File: src/rtl/tabl_pkg.sv
// Package for the three-axis biquad lowpass: widths, fixed-point formats,
// register map, sequencer states and the coefficient bundle.
// No dependencies.
`timescale 1ns / 1ps
`default_nettype none

package tabl_pkg;

    // Item format
    localparam int AXES           = 3;
    localparam int AXIS_W         = $clog2(AXES);
    localparam int SAMPLE_BITS    = 16;

    // Fixed-point formats
    localparam int COEF_BITS      = 24;
    localparam int COEF_FRAC_BITS = 20;
    localparam int STATE_BITS     = 32;
    localparam int STATE_FRAC     = 8;
    localparam int SCALE_FRAC     = 16;

    // Shared multiplier: state sum (34 bits) times a coefficient widened to 25 bits
    localparam int SUM_BITS       = STATE_BITS + 2;
    localparam int MUL_B_BITS     = COEF_BITS + 1;
    localparam int PROD_BITS      = SUM_BITS + MUL_B_BITS;

    // Configuration port
    localparam int APB_ADDR_BITS  = 4;
    localparam int APB_DATA_BITS  = 32;

    typedef enum logic [1:0] {
        REG_FB_ONE  = 2'd0,
        REG_FB_TWO  = 2'd1,
        REG_FWD_ZERO = 2'd2,
        REG_SCALE   = 2'd3
    } t_reg_idx;

    typedef struct packed {
        logic signed [COEF_BITS-1:0] fb_one;
        logic signed [COEF_BITS-1:0] fb_two;
        logic signed [COEF_BITS-1:0] fwd_zero;
        logic        [COEF_BITS-1:0] scale;
    } t_coefs;

    typedef enum logic [3:0] {
        S_IDLE,
        S_READ,
        S_LOAD,
        S_MUL1,
        S_MUL2,
        S_W0,
        S_SUM,
        S_MUL3,
        S_OUT
    } t_state;

endpackage

`default_nettype wire

File: src/rtl/tabl_ifs.sv
// Valid/ready channel interfaces for sample requests and filtered results.
// Depends on tabl_pkg.
`timescale 1ns / 1ps
`default_nettype none

interface tabl_in_if import tabl_pkg::*; ();
    logic                          valid;
    logic                          ready;
    logic                          func;
    logic signed [SAMPLE_BITS-1:0] sample_x;
    logic signed [SAMPLE_BITS-1:0] sample_y;
    logic signed [SAMPLE_BITS-1:0] sample_z;

    modport source (output valid, func, sample_x, sample_y, sample_z, input ready);
    modport sink   (input valid, func, sample_x, sample_y, sample_z, output ready);
endinterface

interface tabl_out_if import tabl_pkg::*; ();
    logic                          valid;
    logic                          ready;
    logic signed [SAMPLE_BITS-1:0] filtered_x;
    logic signed [SAMPLE_BITS-1:0] filtered_y;
    logic signed [SAMPLE_BITS-1:0] filtered_z;
    logic        [AXES-1:0]        overflow_flags;

    modport source (output valid, filtered_x, filtered_y, filtered_z, overflow_flags,
                    input ready);
    modport sink   (input valid, filtered_x, filtered_y, filtered_z, overflow_flags,
                    output ready);
endinterface

`default_nettype wire

File: src/rtl/tabl_apb_regs.sv
// APB-style coefficient register file for the biquad lowpass.
// Depends on tabl_pkg.
`timescale 1ns / 1ps
`default_nettype none

module tabl_apb_regs import tabl_pkg::*; (
    input  logic                     i_clk,
    input  logic                     i_rst_n,
    input  logic                     psel,
    input  logic                     penable,
    input  logic                     pwrite,
    input  logic [APB_ADDR_BITS-1:0] paddr,
    input  logic [APB_DATA_BITS-1:0] pwdata,
    output logic [APB_DATA_BITS-1:0] prdata,
    output logic                     pready,
    output t_coefs                   o_coefs
);

    t_coefs   r_coefs;
    t_reg_idx s_idx;
    logic     s_wr;

    assign s_idx  = t_reg_idx'(paddr[APB_ADDR_BITS-1:2]);
    assign s_wr   = psel && penable && pwrite && pready;
    assign pready = 1'b1;

    // Register writes on the access phase
    always_ff @(posedge i_clk) begin
        if (!i_rst_n) begin
            r_coefs <= '0;
        end else if (s_wr) begin
            case (s_idx)
                REG_FB_ONE:   r_coefs.fb_one   <= pwdata[COEF_BITS-1:0];
                REG_FB_TWO:   r_coefs.fb_two   <= pwdata[COEF_BITS-1:0];
                REG_FWD_ZERO: r_coefs.fwd_zero <= pwdata[COEF_BITS-1:0];
                REG_SCALE:    r_coefs.scale    <= pwdata[COEF_BITS-1:0];
                default: ;
            endcase
        end
    end

    // Readback, raw register bits
    always_comb begin
        case (s_idx)
            REG_FB_ONE:   prdata = APB_DATA_BITS'(unsigned'(r_coefs.fb_one));
            REG_FB_TWO:   prdata = APB_DATA_BITS'(unsigned'(r_coefs.fb_two));
            REG_FWD_ZERO: prdata = APB_DATA_BITS'(unsigned'(r_coefs.fwd_zero));
            REG_SCALE:    prdata = APB_DATA_BITS'(r_coefs.scale);
            default:      prdata = '0;
        endcase
    end

    assign o_coefs = r_coefs;

endmodule

`default_nettype wire

File: src/rtl/three_axis_biquad_lowpass.sv
// Three-axis second-order lowpass (direct form II) with delay state in a
// small synchronous memory and one shared multiplier.
// Depends on tabl_pkg, tabl_ifs (tabl_in_if, tabl_out_if) and tabl_apb_regs.
//
// Usage:
//  - i_in carries one request: func (1 = prime the delay elements from the
//    sample first) and one signed 16-bit sample per axis. It is accepted when
//    valid and ready are high; ready is high only while no request is in work.
//  - o_out carries the saturated outputs and a per-axis overflow flag. The
//    result sits in an output register until taken, and the next request may
//    be accepted while it waits.
//  - Each axis goes through memory read, load, two feedback products,
//    rounding of w0, the forward sum, the forward product and output rounding,
//    all through one 34x25 multiplier. A new request is taken only once all
//    three axes are through and their result is in the output register.
//  - If the previous result is still held at the end of a request, the
//    sequencer waits in its last step until the output register frees.
//  - The user writes coefficients via APB only while idle; the block does not enforce it.
//  - Reset (synchronous, active low) clears coefficients, empties the output
//    register and marks all delay entries as zero through per-entry valid bits.
`timescale 1ns / 1ps
`default_nettype none

module three_axis_biquad_lowpass import tabl_pkg::*; (
    input  logic                     i_clk,
    input  logic                     i_rst_n,
    tabl_in_if.sink                  i_in,
    tabl_out_if.source               o_out,
    input  logic                     psel,
    input  logic                     penable,
    input  logic                     pwrite,
    input  logic [APB_ADDR_BITS-1:0] paddr,
    input  logic [APB_DATA_BITS-1:0] pwdata,
    output logic [APB_DATA_BITS-1:0] prdata,
    output logic                     pready
);

    localparam int MEM_BITS = 2 * STATE_BITS;

    // Saturate a wide product-format value to the signed state range
    function automatic logic signed [STATE_BITS-1:0] f_sat_state(
        input logic signed [PROD_BITS-1:0] v
    );
        logic fits;
        fits = (v[PROD_BITS-1:STATE_BITS-1] == {(PROD_BITS-STATE_BITS+1){v[STATE_BITS-1]}});
        if (fits)
            return v[STATE_BITS-1:0];
        else if (v[PROD_BITS-1])
            return {1'b1, {(STATE_BITS-1){1'b0}}};
        else
            return {1'b0, {(STATE_BITS-1){1'b1}}};
    endfunction

    // Saturate to the signed sample range
    function automatic logic signed [SAMPLE_BITS-1:0] f_sat_sample(
        input logic signed [PROD_BITS-1:0] v
    );
        logic fits;
        fits = (v[PROD_BITS-1:SAMPLE_BITS-1] ==
                {(PROD_BITS-SAMPLE_BITS+1){v[SAMPLE_BITS-1]}});
        if (fits)
            return v[SAMPLE_BITS-1:0];
        else if (v[PROD_BITS-1])
            return {1'b1, {(SAMPLE_BITS-1){1'b0}}};
        else
            return {1'b0, {(SAMPLE_BITS-1){1'b1}}};
    endfunction

    t_coefs s_coefs;

    t_state r_state, n_state;
    logic [AXIS_W-1:0] r_axis;

    // Request and working registers
    logic                          r_func;
    logic signed [SAMPLE_BITS-1:0] r_x [AXES];
    logic signed [PROD_BITS-1:0]   r_prod;
    logic signed [PROD_BITS-1:0]   r_acc;
    logic signed [STATE_BITS-1:0]  r_w0, r_w1, r_w2;
    logic signed [SUM_BITS-1:0]    r_sum;
    logic        [AXES-1:0]        r_flags;
    logic signed [SAMPLE_BITS-1:0] r_y [AXES];

    // Delay memory: entry per axis holds {w2, w1}
    logic [MEM_BITS-1:0] r_mem [AXES];
    logic [MEM_BITS-1:0] r_rd_data;
    logic                r_rd_vld;
    logic [AXES-1:0]     r_vld;

    // Output register
    logic                          r_out_vld;
    logic signed [SAMPLE_BITS-1:0] r_out_y [AXES];
    logic        [AXES-1:0]        r_out_flags;

    // Control
    logic s_in_ready, s_in_acc, s_rd_en, s_wr_en, s_last, s_out_free, s_load_out;

    // Datapath
    logic signed [SAMPLE_BITS-1:0] s_x;
    logic signed [SUM_BITS-1:0]    s_mul_a;
    logic signed [MUL_B_BITS-1:0]  s_mul_b;
    logic signed [PROD_BITS-1:0]   s_mul;
    logic signed [PROD_BITS-1:0]   s_prime_shf;
    logic signed [STATE_BITS-1:0]  s_prime;
    logic signed [PROD_BITS-1:0]   s_xacc;
    logic signed [PROD_BITS-1:0]   s_w0_acc;
    logic signed [PROD_BITS-1:0]   s_w0_shf;
    logic                          s_w0_ovf;
    logic signed [STATE_BITS-1:0]  s_xq;
    logic signed [PROD_BITS-1:0]   s_y_shf;
    logic signed [SAMPLE_BITS-1:0] s_y;

    tabl_apb_regs u_regs (
        .i_clk   (i_clk),
        .i_rst_n (i_rst_n),
        .psel    (psel),
        .penable (penable),
        .pwrite  (pwrite),
        .paddr   (paddr),
        .pwdata  (pwdata),
        .prdata  (prdata),
        .pready  (pready),
        .o_coefs (s_coefs)
    );

    // Sequencer outputs
    always_comb begin
        s_last     = (r_axis == AXIS_W'(AXES - 1));
        s_out_free = !r_out_vld || o_out.ready;
        s_in_ready = (r_state == S_IDLE);
        s_rd_en    = (r_state == S_READ);
        s_wr_en    = (r_state == S_MUL3);
        s_load_out = (r_state == S_OUT) && s_last && s_out_free;
    end

    assign i_in.ready = s_in_ready;
    assign s_in_acc   = i_in.valid && s_in_ready;

    // Sequencer next state
    always_comb begin
        n_state = r_state;
        case (r_state)
            S_IDLE:  if (i_in.valid) n_state = S_READ;
            S_READ:  n_state = S_LOAD;
            S_LOAD:  n_state = S_MUL1;
            S_MUL1:  n_state = S_MUL2;
            S_MUL2:  n_state = S_W0;
            S_W0:    n_state = S_SUM;
            S_SUM:   n_state = S_MUL3;
            S_MUL3:  n_state = S_OUT;
            S_OUT: begin
                if (!s_last)
                    n_state = S_READ;
                else if (s_out_free)
                    n_state = S_IDLE;
            end
            default: n_state = S_IDLE;
        endcase
    end

    // Control registers
    always_ff @(posedge i_clk) begin
        if (!i_rst_n) begin
            r_state   <= S_IDLE;
            r_axis    <= '0;
            r_vld     <= '0;
            r_rd_vld  <= 1'b0;
            r_out_vld <= 1'b0;
        end else begin
            r_state <= n_state;
            if (s_in_acc)
                r_axis <= '0;
            else if (r_state == S_OUT && !s_last)
                r_axis <= r_axis + AXIS_W'(1);
            if (s_wr_en)
                r_vld[r_axis] <= 1'b1;
            if (s_rd_en)
                r_rd_vld <= r_vld[r_axis];
            if (s_load_out)
                r_out_vld <= 1'b1;
            else if (o_out.ready)
                r_out_vld <= 1'b0;
        end
    end

    // Delay memory; a write and a read never fall in the same cycle
    always_ff @(posedge i_clk) begin
        if (s_wr_en)
            r_mem[r_axis] <= {r_w1, r_w0};
        if (s_rd_en)
            r_rd_data <= r_mem[r_axis];
    end

    assign s_x = r_x[r_axis];

    // Shared multiplier operand select
    always_comb begin
        case (r_state)
            S_READ: begin
                s_mul_a = SUM_BITS'(s_x);
                s_mul_b = signed'({1'b0, s_coefs.scale});
            end
            S_MUL1: begin
                s_mul_a = SUM_BITS'(r_w1);
                s_mul_b = MUL_B_BITS'(s_coefs.fb_one);
            end
            S_MUL2: begin
                s_mul_a = SUM_BITS'(r_w2);
                s_mul_b = MUL_B_BITS'(s_coefs.fb_two);
            end
            default: begin
                s_mul_a = r_sum;
                s_mul_b = MUL_B_BITS'(s_coefs.fwd_zero);
            end
        endcase
    end

    assign s_mul = s_mul_a * s_mul_b;

    // Prime value: x * scale rounded to Q.8, saturated
    assign s_prime_shf = (r_prod + (PROD_BITS'(1) <<< (SCALE_FRAC - STATE_FRAC - 1)))
                         >>> (SCALE_FRAC - STATE_FRAC);
    assign s_prime     = f_sat_state(s_prime_shf);

    // w0: sample term minus feedback, rounded; out of range falls back to the sample
    assign s_xacc   = PROD_BITS'(s_x) <<< (STATE_FRAC + COEF_FRAC_BITS);
    assign s_w0_acc = r_acc - r_prod;
    assign s_w0_shf = (s_w0_acc + (PROD_BITS'(1) <<< (COEF_FRAC_BITS - 1))) >>> COEF_FRAC_BITS;
    assign s_w0_ovf = (s_w0_shf[PROD_BITS-1:STATE_BITS-1] !=
                       {(PROD_BITS-STATE_BITS+1){s_w0_shf[STATE_BITS-1]}});
    assign s_xq     = STATE_BITS'(s_x) <<< STATE_FRAC;

    // Output: forward product rounded back to sample scale
    assign s_y_shf = (r_prod + (PROD_BITS'(1) <<< (COEF_FRAC_BITS + STATE_FRAC - 1)))
                     >>> (COEF_FRAC_BITS + STATE_FRAC);
    assign s_y     = f_sat_sample(s_y_shf);

    // Datapath registers
    always_ff @(posedge i_clk) begin
        if (s_in_acc) begin
            r_func <= i_in.func;
            r_x[0] <= i_in.sample_x;
            r_x[1] <= i_in.sample_y;
            r_x[2] <= i_in.sample_z;
        end
        case (r_state)
            S_READ, S_MUL1, S_MUL3: r_prod <= s_mul;
            S_LOAD: begin
                if (r_func) begin
                    r_w1 <= s_prime;
                    r_w2 <= s_prime;
                end else if (r_rd_vld) begin
                    r_w1 <= r_rd_data[STATE_BITS-1:0];
                    r_w2 <= r_rd_data[MEM_BITS-1:STATE_BITS];
                end else begin
                    r_w1 <= '0;
                    r_w2 <= '0;
                end
            end
            S_MUL2: begin
                r_acc  <= s_xacc - r_prod;
                r_prod <= s_mul;
            end
            S_W0: begin
                r_w0           <= s_w0_ovf ? s_xq : s_w0_shf[STATE_BITS-1:0];
                r_flags[r_axis] <= s_w0_ovf;
            end
            S_SUM: r_sum <= SUM_BITS'(r_w0) + (SUM_BITS'(r_w1) <<< 1) + SUM_BITS'(r_w2);
            S_OUT: begin
                if (!s_last)
                    r_y[r_axis] <= s_y;
            end
            default: ;
        endcase
        // Load the output register, last axis straight from rounding
        if (s_load_out) begin
            for (int i = 0; i < AXES; i++)
                r_out_y[i] <= (i == AXES - 1) ? s_y : r_y[i];
            r_out_flags <= r_flags;
        end
    end

    assign o_out.valid          = r_out_vld;
    assign o_out.filtered_x     = r_out_y[0];
    assign o_out.filtered_y     = r_out_y[1];
    assign o_out.filtered_z     = r_out_y[2];
    assign o_out.overflow_flags = r_out_flags;

`ifndef SYNTHESIS
    // Output register is only loaded when it is free or being drained
    a_load_free: assert property (@(posedge i_clk) disable iff (!i_rst_n)
        s_load_out |-> (!r_out_vld || o_out.ready))
        else $error("result loaded over a held result");

    // An accepted request starts with a read of the first axis
    a_start: assert property (@(posedge i_clk) disable iff (!i_rst_n)
        s_in_acc |=> (r_state == S_READ && r_axis == '0))
        else $error("request did not start at first axis");

    // Axis counter stays within the memory
    a_axis_range: assert property (@(posedge i_clk) disable iff (!i_rst_n)
        r_axis <= AXIS_W'(AXES - 1))
        else $error("axis counter out of range");

    // Write-back follows the forward sum, for the same axis
    a_wb_order: assert property (@(posedge i_clk) disable iff (!i_rst_n)
        s_wr_en |-> ($past(r_state) == S_SUM && $stable(r_axis)))
        else $error("write-back out of sequence");
`endif

endmodule

`default_nettype wire
File: src/flat_wrapper.sv
// flat-port wrapper written by rule: the top's interface ports become plain ports
module three_axis_biquad_lowpass_flat import tabl_pkg::*;
  (i_clk, i_rst_n, psel, penable, pwrite, paddr, pwdata, prdata, pready, i_in_valid, i_in_func, i_in_sample_x, i_in_sample_y, i_in_sample_z, i_in_ready, o_out_valid, o_out_filtered_x, o_out_filtered_y, o_out_filtered_z, o_out_overflow_flags, o_out_ready);
  tabl_in_if i_in_i ();
  tabl_out_if o_out_i ();
  input  logic i_clk;
  input  logic i_rst_n;
  input  logic psel;
  input  logic penable;
  input  logic pwrite;
  input  logic [APB_ADDR_BITS-1:0] paddr;
  input  logic [APB_DATA_BITS-1:0] pwdata;
  output logic [APB_DATA_BITS-1:0] prdata;
  output logic pready;
  input wire logic [$bits(i_in_i.valid)-1:0] i_in_valid;
  input wire logic [$bits(i_in_i.func)-1:0] i_in_func;
  input wire logic [$bits(i_in_i.sample_x)-1:0] i_in_sample_x;
  input wire logic [$bits(i_in_i.sample_y)-1:0] i_in_sample_y;
  input wire logic [$bits(i_in_i.sample_z)-1:0] i_in_sample_z;
  output wire logic [$bits(i_in_i.ready)-1:0] i_in_ready;
  output wire logic [$bits(o_out_i.valid)-1:0] o_out_valid;
  output wire logic [$bits(o_out_i.filtered_x)-1:0] o_out_filtered_x;
  output wire logic [$bits(o_out_i.filtered_y)-1:0] o_out_filtered_y;
  output wire logic [$bits(o_out_i.filtered_z)-1:0] o_out_filtered_z;
  output wire logic [$bits(o_out_i.overflow_flags)-1:0] o_out_overflow_flags;
  input wire logic [$bits(o_out_i.ready)-1:0] o_out_ready;
  assign i_in_i.valid = i_in_valid;
  assign i_in_i.func = i_in_func;
  assign i_in_i.sample_x = i_in_sample_x;
  assign i_in_i.sample_y = i_in_sample_y;
  assign i_in_i.sample_z = i_in_sample_z;
  assign i_in_ready = i_in_i.ready;
  assign o_out_valid = o_out_i.valid;
  assign o_out_filtered_x = o_out_i.filtered_x;
  assign o_out_filtered_y = o_out_i.filtered_y;
  assign o_out_filtered_z = o_out_i.filtered_z;
  assign o_out_overflow_flags = o_out_i.overflow_flags;
  assign o_out_i.ready = o_out_ready;
  three_axis_biquad_lowpass u_core (.i_clk(i_clk), .i_rst_n(i_rst_n), .i_in(i_in_i), .o_out(o_out_i), .psel(psel), .penable(penable), .pwrite(pwrite), .paddr(paddr), .pwdata(pwdata), .prdata(prdata), .pready(pready));
endmodule
File: config.mk
export PLATFORM = sky130hd
export DESIGN_NAME = three_axis_biquad_lowpass_flat
export DESIGN_NICKNAME = d
export VERILOG_FILES = /design/src/rtl/tabl_pkg.sv /design/src/rtl/tabl_ifs.sv /design/src/rtl/tabl_apb_regs.sv /design/src/rtl/three_axis_biquad_lowpass.sv /design/src/flat_wrapper.sv
export SDC_FILE = /design/constraint.sdc
export NUM_CORES = 2
export LEC_CHECK = 0
export BUFFER_PORTS_ARGS = -buffer_cell sky130_fd_sc_hd__buf_2
export CORE_ASPECT_RATIO = 0.5
export CORE_UTILIZATION = 45
export CTS_BUF_LIST = sky130_fd_sc_hd__clkbuf_8
export CTS_CLUSTER_DIAMETER = 50
export DETAILED_ROUTE_END_ITERATION = 10
export HOLD_SLACK_MARGIN = 0.05
export PLACE_DENSITY = 0.72
export SYNTH_ARGS = -nofsm -noshare
export SYNTH_HDL_FRONTEND = slang
export SYNTH_HIERARCHICAL = 1
export SYNTH_SLANG_ARGS = --single-unit
File: constraint.sdc
create_clock -name i_clk -period 14.2 [get_ports i_clk]
set_clock_uncertainty 0.1 [all_clocks]
set_input_delay 0.71 -clock i_clk [delete_from_list [all_inputs] [get_ports i_clk]]
set_output_delay 0.71 -clock i_clk [all_outputs]
set_load 0.05 [all_outputs]
==> implementation parameters <==
Parameter                              Value

Run status
  Status    complete, no violations

Global route
  All-Layer GR Usage    25.45%
  Residual overflow from global routing    0
  Antenna violations before repair    7
  Wire length of the first global-routing pass    287.2 mm
  Maximum number of pins on one net before global-route repair    129
  Vias in the first global route    48550

Route
  Detailed-route vias per instance    5.633
  DRT iter0 DRCs    4783
  Routed length per instance    22.04 µm
  Number of nets with antenna violations after detailed routing    0
  Via count of the routed design    48150
  Drc violations    0
  Drt first pass iters    6
  Final routed wirelength across all metal layers    about 190 mm

Timing
  Relative slew slack    a little over a quarter
  Upper clock frequency limit    0.09297 GHz
  Count of pins over their slew limit    0
  Number of setup violations in the final report    0
  Tmin final    roughly 11000 ps
  TNS Setup    0 ps
  Post-layout worst setup margin    3443 ps
  Portion of the clock cycle consumed by the worst path in the final layout    75.75%
  RSZ-0062 raised after global routing    no
  Final hold violation count    0
  Worst-Margin Slew    1094 ps

Layout
  Nets@finish    7807
  Post-layout instance count excluding filler cells    roughly 8500
  Ratio of cells with drive above 1 in the final layout    just over 8%
  Number of fillers in the final layout    approximately 13000
  Area grow syn2layout    9.147%
  Final core area utilization    49.59%
  Most common cell after layout, fill and taps aside    sky130_fd_sc_hd__inv_1
  Highest-count cells in the layout ignoring fill and taps    sky130_fd_sc_hd__inv_1, sky130_fd_sc_hd__fa_1, sky130_fd_sc_hd__nand2_1
  Area of all placed cells without fillers    72420 µm²

Logic synthesis
  Fraction of synthesis flops using an asynchronous set or reset pin    0%
  Synth Register Bits    748
  Sequential element share of the synthesized area    32.21%
  Avg Inst Size Synth    10.53 µm²
  Count of distinct cell types in the synthesized netlist    88
  Cells after synthesis    6304
  Warnings, synthesis    6
  Cell area after technology mapping    66350 µm²
  Number of flops mapped to enable cells by yosys    between 600 and 700
  Most common flop cell mapped by yosys    sky130_fd_sc_hd__edfxtp_1

Clocking
  CTS tree    yes
  H-tree level count    3
  # clock sinks    748
  CTS-repair resized insts    0
  Root Buffer    sky130_fd_sc_hd__clkbuf_8
  Worst skew pair latency    approximately 840 ps
  Post-CTS repair timing setup buffer count    0
  Buffer levels on the longest clock path    3
  Clock transition time at the flip-flop clock pins of the worst setup and hold paths    60 ps
  Number of CTS-inserted buffers    around 120
  Hold buffers post-CTS    49

Pwr
  Worst VDD drop    0.07251 mV
  Leakage power summed over all cells    31.92 nW
  Pwr/cell area    about 81 nW/µm²

Floorplan
  Die width    between 500 and 600 µm
  Num rows    99
  Placeable core area    approximately 150000 µm²
  Die Area    149100 µm²
  Num ports    178
  Die extent in y    between 200 and 300 µm
  Initial Util    45.43%

Critical path
  CP startpoint kind    register
  Worst Path Class, Setup    register to register
  Max FO, Critical Path    39
  CP required    14680 ps
  Worst path arrival time    around 11000 ps
  Endpoint type of the worst setup path    register

Job
  Max-cap viol count    0

Placement
  Placement Cell Area    roughly 70000 µm²
  Placement Setup Slack    3568 ps
  Detailed placer's ending HPWL    141.4 mm
  # port buffers    158
  DP Cell Count    roughly 8300
  Final RePlAce weighted congestion    0.9937

Min path
  Hold Path Class    primary input to register
## registers in the layout, indices dropped and copies added (netlist names), 2 cells and up, named ones only
register,count
u_core/o_out.overflow_flags,3
u_core/r_acc,59
u_core/r_axis,2
u_core/r_flags,3
u_core/r_mem,192
u_core/r_out_y,48
u_core/r_prod,59
u_core/r_rd_data,64
u_core/r_state,4
u_core/r_sum,34
u_core/r_vld,3
u_core/r_w0,32
u_core/r_w1,32
u_core/r_w2,32
u_core/r_x,48
u_core/r_y,32
u_core/u_regs/o_coefs,96
## per-layer routing
layer | share of wire (%) | global-route usage, % | routed length [µm]
met4 | 3.4 | 8.558 | 6333
met3 | 13 | 6.749 | 23620
met1 | 41 | 35.56 | 77130
met2 | 43 | 38.37 | 81260
met5 | 0.026 | 0 | 49
## report_power, final
group,internal (W),leakage [nW],switching [W],total (W)
Sequential,0.00249,6.70,0.0000852,0.00257
Clock,0.000899,1.30,0.000928,0.00183
Combinational,0.000525,23.9,0.000971,0.00150
## cells in the mapped netlist, types with 54 or more instances
cell / instances / area (µm²)
sky130_fd_sc_hd__a21o_1: 87 / 653.1
sky130_fd_sc_hd__a21oi_1: 210 / 1051
sky130_fd_sc_hd__clkbuf_1: 234 / 878.3
sky130_fd_sc_hd__dfxtp_1: 109 / 2182
sky130_fd_sc_hd__edfxtp_1: 639 / 19190
sky130_fd_sc_hd__fa_1: 898 / 17980
sky130_fd_sc_hd__ha_1: 342 / 4279
sky130_fd_sc_hd__inv_1: 950 / 3566
sky130_fd_sc_hd__mux2i_1: 238 / 2382
sky130_fd_sc_hd__nand2_1: 769 / 2887
sky130_fd_sc_hd__nand3_1: 99 / 495.5
sky130_fd_sc_hd__nor2_1: 594 / 2230
sky130_fd_sc_hd__o211ai_1: 54 / 405.4
sky130_fd_sc_hd__o21ai_0: 160 / 800.8
sky130_fd_sc_hd__xnor2_1: 211 / 1848
## kinds of logic (layout without fill, tap and decap cells)
kind of cell	count (synthesis)	in the layout	synth area share (%)
other cells	2	13	0.01132
buf+inv	1245	1508	7.328
flops	748	748	32.21
compound gates	779	779	7.635
mux	267	267	4.529
simple gates	1759	1759	11.26
xor+xnor	264	264	3.485
fa+ha+maj	1240	1240	33.54
## stage by stage
stage / power, W / hold WS [ps]
3_3_place_gp: 0.004034 / 301.0
4_1_cts: 0.005885 / 81.60
5_1_grt: 0.006147 / 115.9
6_report: 0.005898 / 132.0
3_5_place_dp: 0.004056 / 304.5
2_1_floorplan: 0.003569 / 300.3
## critical path, stage by stage, from the launching register on
cell                       delay (ps)
sky130_fd_sc_hd__dfxtp_4          710
sky130_fd_sc_hd__buf_4            540
sky130_fd_sc_hd__and3_1           870
sky130_fd_sc_hd__a22oi_1          230
sky130_fd_sc_hd__nand2_1          270
sky130_fd_sc_hd__o21a_1           600
sky130_fd_sc_hd__nand2b_1         230
sky130_fd_sc_hd__inv_1            170
sky130_fd_sc_hd__fa_1             540
sky130_fd_sc_hd__fa_1             480
sky130_fd_sc_hd__fa_1            1100
sky130_fd_sc_hd__inv_1            520
sky130_fd_sc_hd__fa_1             630
sky130_fd_sc_hd__inv_1             60
sky130_fd_sc_hd__fa_1             540
sky130_fd_sc_hd__inv_1             70
sky130_fd_sc_hd__fa_1             480
sky130_fd_sc_hd__inv_1             40
sky130_fd_sc_hd__ha_1             320
sky130_fd_sc_hd__and3_1           240
sky130_fd_sc_hd__nand3_1          220
sky130_fd_sc_hd__o311a_1          430
sky130_fd_sc_hd__a31oi_1          380
sky130_fd_sc_hd__or2_2            210
sky130_fd_sc_hd__a21oi_1           90
sky130_fd_sc_hd__o31ai_1          300
sky130_fd_sc_hd__xor2_1           110
## final cells by class
cell class / count / area (µm²) / area share [%]
tap: 1969 / 2464 / 3.402
clock buffer: 125 / 1720 / 2.375
sequential: 748 / 21380 / 29.52
clock inverter: 93 / 583.1 / 0.8051
multi-input combinational: 4318 / 40420 / 55.81
inverter: 954 / 3581 / 4.944
timing repair buffer: 336 / 2265 / 3.127
antenna: 4 / 10.01 / 0.01382
## worst paths after layout
check | startpoint | to | slack (ps) | depth (start not counted)
max | u_core/r_state[1] | u_core/r_prod[57] | 3440 | 26
min | pwdata[7] | u_core/u_regs/o_coefs[55] | 130 | 3
max reg2reg | u_core/r_state[1] | u_core/r_prod[57] | 3440 | 26
min reg2reg | u_core/r_y[0][11] | u_core/r_out_y[0][11] | 320 | 0
No activity file was read; power rests on OpenSTA's default activity.
